### config.mk
export PLATFORM = sky130hd
export DESIGN_NAME = qte_sqrt
export DESIGN_NICKNAME = d
export VERILOG_FILES = /design/src/hw/rtl/qte_pkg.sv /design/src/hw/rtl/qte_sqrt.sv
export SDC_FILE = /design/constraint.sdc
export NUM_CORES = 1
export LEC_CHECK = 0
export BUFFER_PORTS_ARGS = -buffer_cell sky130_fd_sc_hd__buf_2
export CAP_MARGIN = 20
export CORE_UTILIZATION = 61
export DETAILED_ROUTE_END_ITERATION = 8
export PLACE_DENSITY_LB_ADDON = 0.2
export SYNTH_ARGS = -nofsm -noshare
export SYNTH_HDL_FRONTEND = slang
export SYNTH_SLANG_ARGS = --single-unit
### constraint.sdc
create_clock -name clk_i -period 5.2 [get_ports clk_i]
set_input_delay 0.78 -clock clk_i [delete_from_list [all_inputs] [get_ports clk_i]]
set_output_delay 0.78 -clock clk_i [all_outputs]
set_load 0.02 [all_outputs]
### src/hw/rtl/qte_pkg.sv
// Shared types, constants and arctangent table for the quaternion to Euler block.
`timescale 1ns / 1ps
`default_nettype none
package qte_pkg;

  localparam int unsigned FRAC_BITS     = 14;
  localparam int unsigned CORDIC_STAGES = 16;
  localparam int unsigned CORDIC_MAX    = 24;
  localparam int unsigned THR_W         = 15;
  localparam logic [THR_W-1:0] THR_RESET = 15'd16382;

  // atan2 operand width and internal widths
  localparam int unsigned OPW  = 34;   // operand into the atan units
  localparam int unsigned C2W  = 2 * FRAC_BITS + 1;
  localparam int unsigned RTW  = FRAC_BITS + 1;
  localparam int unsigned SQRT_STAGES = FRAC_BITS + 1;
  localparam int unsigned FRONT_STAGES = 3;

  typedef enum logic {
    MODE_OBJ_TO_INR = 1'b0,
    MODE_INR_TO_OBJ = 1'b1
  } mode_e;

  typedef struct packed {
    logic               mode;
    logic signed [15:0] qw;
    logic signed [15:0] qx;
    logic signed [15:0] qy;
    logic signed [15:0] qz;
  } in_t;

  typedef struct packed {
    logic signed [15:0] heading;
    logic signed [15:0] pitch;
    logic signed [15:0] bank;
    logic               gimbal_lock;
  } out_t;

  // front end result handed to the sqrt and atan units
  typedef struct packed {
    logic signed [15:0]    sp;
    logic                  lock;
    logic [C2W-1:0]        c2;
    logic signed [OPW-1:0] hy;
    logic signed [OPW-1:0] hx;
    logic signed [OPW-1:0] by;
    logic signed [OPW-1:0] bx;
  } front_t;

  // atan(2^-i), 2^32 per turn
  localparam logic [31:0] ATAN_TAB [CORDIC_MAX] = '{
    32'h20000000, 32'h12E4051E, 32'h09FB385B, 32'h051111D4, 32'h028B0D43,
    32'h0145D7E1, 32'h00A2F61E, 32'h00517C55, 32'h0028BE53, 32'h00145F2F,
    32'h000A2F98, 32'h000517CC, 32'h00028BE6, 32'h000145F3, 32'h0000A2FA,
    32'h0000517D, 32'h000028BE, 32'h0000145F, 32'h00000A30, 32'h00000518,
    32'h0000028C, 32'h00000146, 32'h000000A3, 32'h00000051
  };

endpackage
`default_nettype wire

### src/hw/rtl/qte_sqrt.sv
// Pipelined integer square root, one result bit per stage.
`timescale 1ns / 1ps
`default_nettype none
module qte_sqrt (
  input  wire logic                        clk_i,
  input  wire logic                        en_i,
  input  wire logic [qte_pkg::C2W-1:0]     v_i,
  output logic      [qte_pkg::RTW-1:0]     root_o
);

  localparam int unsigned N  = qte_pkg::SQRT_STAGES;
  localparam int unsigned RW = qte_pkg::RTW;
  localparam int unsigned SW = 2 * RW + 1;

  logic [qte_pkg::C2W-1:0] v_q    [N];
  logic [RW-1:0]           root_q [N];
  logic [SW-1:0]           sq_q   [N];

  for (genvar s = 0; s < N; s++) begin : g_stage
    localparam int unsigned B = N - 1 - s;
    logic [qte_pkg::C2W-1:0] v_in;
    logic [RW-1:0]           r_in;
    logic [SW-1:0]           s_in, trial;

    if (s == 0) begin : g_first
      assign v_in = v_i;
      assign r_in = '0;
      assign s_in = '0;
    end else begin : g_next
      assign v_in = v_q[s-1];
      assign r_in = root_q[s-1];
      assign s_in = sq_q[s-1];
    end

    // (r + 2^B)^2 = r^2 + r*2^(B+1) + 2^(2B)
    assign trial = s_in + (SW'(r_in) << (B + 1)) + (SW'(1) << (2 * B));

    always_ff @(posedge clk_i) begin
      if (en_i) begin
        v_q[s] <= v_in;
        if (trial <= SW'(v_in)) begin
          root_q[s] <= r_in | (RW'(1) << B);
          sq_q[s]   <= trial;
        end else begin
          root_q[s] <= r_in;
          sq_q[s]   <= s_in;
        end
      end
    end
  end

  assign root_o = root_q[N-1];

endmodule
`default_nettype wire

==> results.cfg <==
[worst_setup_path]
worstSetupStartpoint = root_q[1][39]
crit_fanout = 13
path_class = reg2reg
critPathRequiredTime_ns = 5.56
path_buf_inv = 0
timing.rr.start = root_q[1][39]
cpPeakStageDelay_ns = 0.55
crit_chain = ha_1 -> a21o_1 -> a21oi_1 -> or4b_1 -> a221oi_4 -> nor2_1 -> and2_1 -> xor2_1 -> ha_1 -> nand4_1 -> nor4_2 -> a211o_1 -> and2_2 -> mux2_2
end_kind = register
crit_path_start_kind = register
critPathArrivalTime_ns = 5.37
crit_path_frequent_cell = ha_1
cp_top_family = simple AND/OR/NAND/NOR gates
slowest_stage = or4b_1

[drt]
drt-total-wl_um = 77830
viasPerCell = 5.846
drt_first_pass_iters = 6
post_drt_wl_per_cell_um = 20.68
ant_nets = 0
via_count = 22004
post-route-drc-count = 0
drt_iter0_markers = 1154

[placed_design]
dp_hpwl_um = 58710
gp_congestion = 1.017
dp_slack_ns = -0.1809
port_buffers = 45
dp_cells = 3623

[synthesis]
synth_top_area_share_pct = 60.51
synth-seq-cells = 733
yosysSeqAreaShare_pct = 60.51
syn-cell-area_um2 = 36380
async_flop_share_pct = 0
synth_area_leaders = edfxtp_1 (61%), ha_1 (10%), xnor2_1 (3.8%)
synth_cell_types = 79
syn_nets = 3086
synth_commonest_cells = edfxtp_1 (733), ha_1 (299), inv_1 (238), xnor2_1 (158), nand2_1 (152)
synth_area_leader_cell = edfxtp_1
synth_most_common_cell = edfxtp_1
yosysWarningCount = 0
ys.flop_type = edfxtp_1
avgSynthCellArea_um2 = 13.20
synth-edff-count = 733
synth_cells = 2756

[run]
cap_violations = 0

[layout]
nNetsFinal = 3259
ff_latch_area_um2 = 22010
drive_above_1_share_pct = 12.50
final_core_util_pct = 69.70
fillers = 4008
diodes = 0
finalNonFillerCells = 3764
multi_input_area_um2 = 13410
area_growth_pct = 13.08

[power_and_ir_drop]
p_seq_share_pct = 44.2
p_int_mw = 12.35
power.leakage_nw = 16.26
swShare_pct = 28.02
combPwrFrac_pct = 21.6
switchingPower_mw = 4.806
pwr-share-clk_pct = 34.2
p_per_area_nw_per_um2 = 417.0
ir_drop_mv = 0.4578

[die]
dieArea_um2 = 60610
core_area_um2 = 59020
rows = 89
start_util_pct = 61.64
die_height_um = 246.2
die_w_um = 246.2
top_level_ports = 46

[clocking]
cts_made_buffers = 76
clock-sinks = 733
htree_levels = 3
clk_path_buf_depth = 3
clockRootBuffer = clkbuf_16
cts_tree = built
clock_latency_ns = 0.65
hold_buffers = 0
path_clk_slew_ns = 0.06

[grt]
grt_pass1_wl_um = 120000
grt_overflow = 0
antenna_found_initial = 1
grt_max_degree = 142
grt_pass1_vias = 22761
grtUsageTotal_pct = 26.02

[timing]
finalSetupViolations = 0
min_period_over_period_pct = 96.40
skew_ns = 0.05576
worst_pin_slew_ns = 0.9893
slew_headroom_pct = 33.76
setup_ws_ns = 0.1872
min_period_ns = 5.013
fmax_mhz = 199.5
slew_violations = 0
tns_ns = 0
hold_viol = 0

[hold_path]
holdCritPathClass = in2reg
hp-start = v_i[25]

[run_status]
status = completed
-- what timing repair did --
item / CTS / global route
gates resized for setup: 3 / 28
endpoints found under the hold margin: 0 / 0
setup buffers: 0 / 1
endpoints found under the setup margin: 37 / 74
pin swaps: 0 / 2
-- registers in the layout, summed over array words and instances (netlist names) --
register,cells
root_q,119
sq_q,208
v_q,406
-- metal layers --
layer  GRT usage, %  wire length (um)  part of all wire [%]
met5              0                13                 0.017
met4          13.55              3744                   4.8
met3          3.355              2424                   3.1
met2          52.16             44160                    57
met1          25.41             27490                    35
-- cell families after synthesis --
logic type | count (synthesis) | synth area share (%)
multiplexers | 74 | 2.287
XOR/XNOR | 254 | 6.115
buffers and inverters | 292 | 3.092
flip-flops | 733 | 60.51
AO/OA/AOI/OAI | 440 | 8.193
AND/OR/NAND/NOR | 664 | 9.521
adder cells (fa/ha/maj) | 299 | 10.28
-- power groups by stage --
stage	Sequential [mW]	Clock (mW)	Combinational (mW)
finish	7.59	5.87	3.70
global route	7.65	6.18	4.09
CTS	7.58	5.97	3.66
detailed placement	7.70	0	3.62
global placement	7.69	0	3.48
floorplan	7.52	0	2.54
-- cell type report --
cell class,instances,share of cell area (%)
Sequential cell,733,53.51
Multi-Input combinational cell,1731,32.59
Clock buffer,89,4.742
Timing Repair Buffer,149,2.683
Tap cell,773,2.351
Inverter,238,2.172
Clock inverter,51,1.959
-- worst reg2reg max path, stage by stage (launching register included) --
cell and delay (ns):
edfxtp_1 0.41, ha_1 0.39, a21o_1 0.21, a21oi_1 0.17
or4b_1 0.55, a221oi_4 0.41, nor2_1 0.15, and2_1 0.21
xor2_1 0.14, ha_1 0.48, nand4_1 0.19, nor4_2 0.49
a211o_1 0.23, and2_2 0.32, mux2_2 0.38
-- metrics by stage --
step / power, mW / area (um2) / hold WS [ns]
global route: 17.91 / 41140 / 0.2578
floorplan: 10.06 / 36380 / 0.4003
global placement: 11.16 / 38210 / 0.4020
detailed placement: 11.32 / 38210 / 0.4045
CTS: 17.21 / 40980 / 0.2521
finish: 17.15 / 41140 / 0.2929
-- cell usage in the layout, fill, tap and decap left out, types with 44 or more instances in the layout --
master and instances:
inv_1 238, a21oi_1 107, mux2_2 66, nor2_1 116
nand4_1 66, nand3_1 70, buf_2 44, nor3_1 47
ha_1 295, clkbuf_16 76, xnor2_1 158, a21o_1 62
xor2_1 96, o21ai_0 71, nand2_1 152, edfxtp_1 733
buf_4 97
-- path summary, 6_finish.rpt --
kind | slack, ns | end | cells after the start
worst min register to register | 0.42 | v_q[0][47] | 0
worst max register to register | 0.19 | sq_q[1][111] | 14
worst max-delay path | 0.19 | sq_q[1][111] | 14
worst min-delay path | 0.29 | v_q[0][25] | 1
Note: power is estimated with default switching activity, not from simulation.
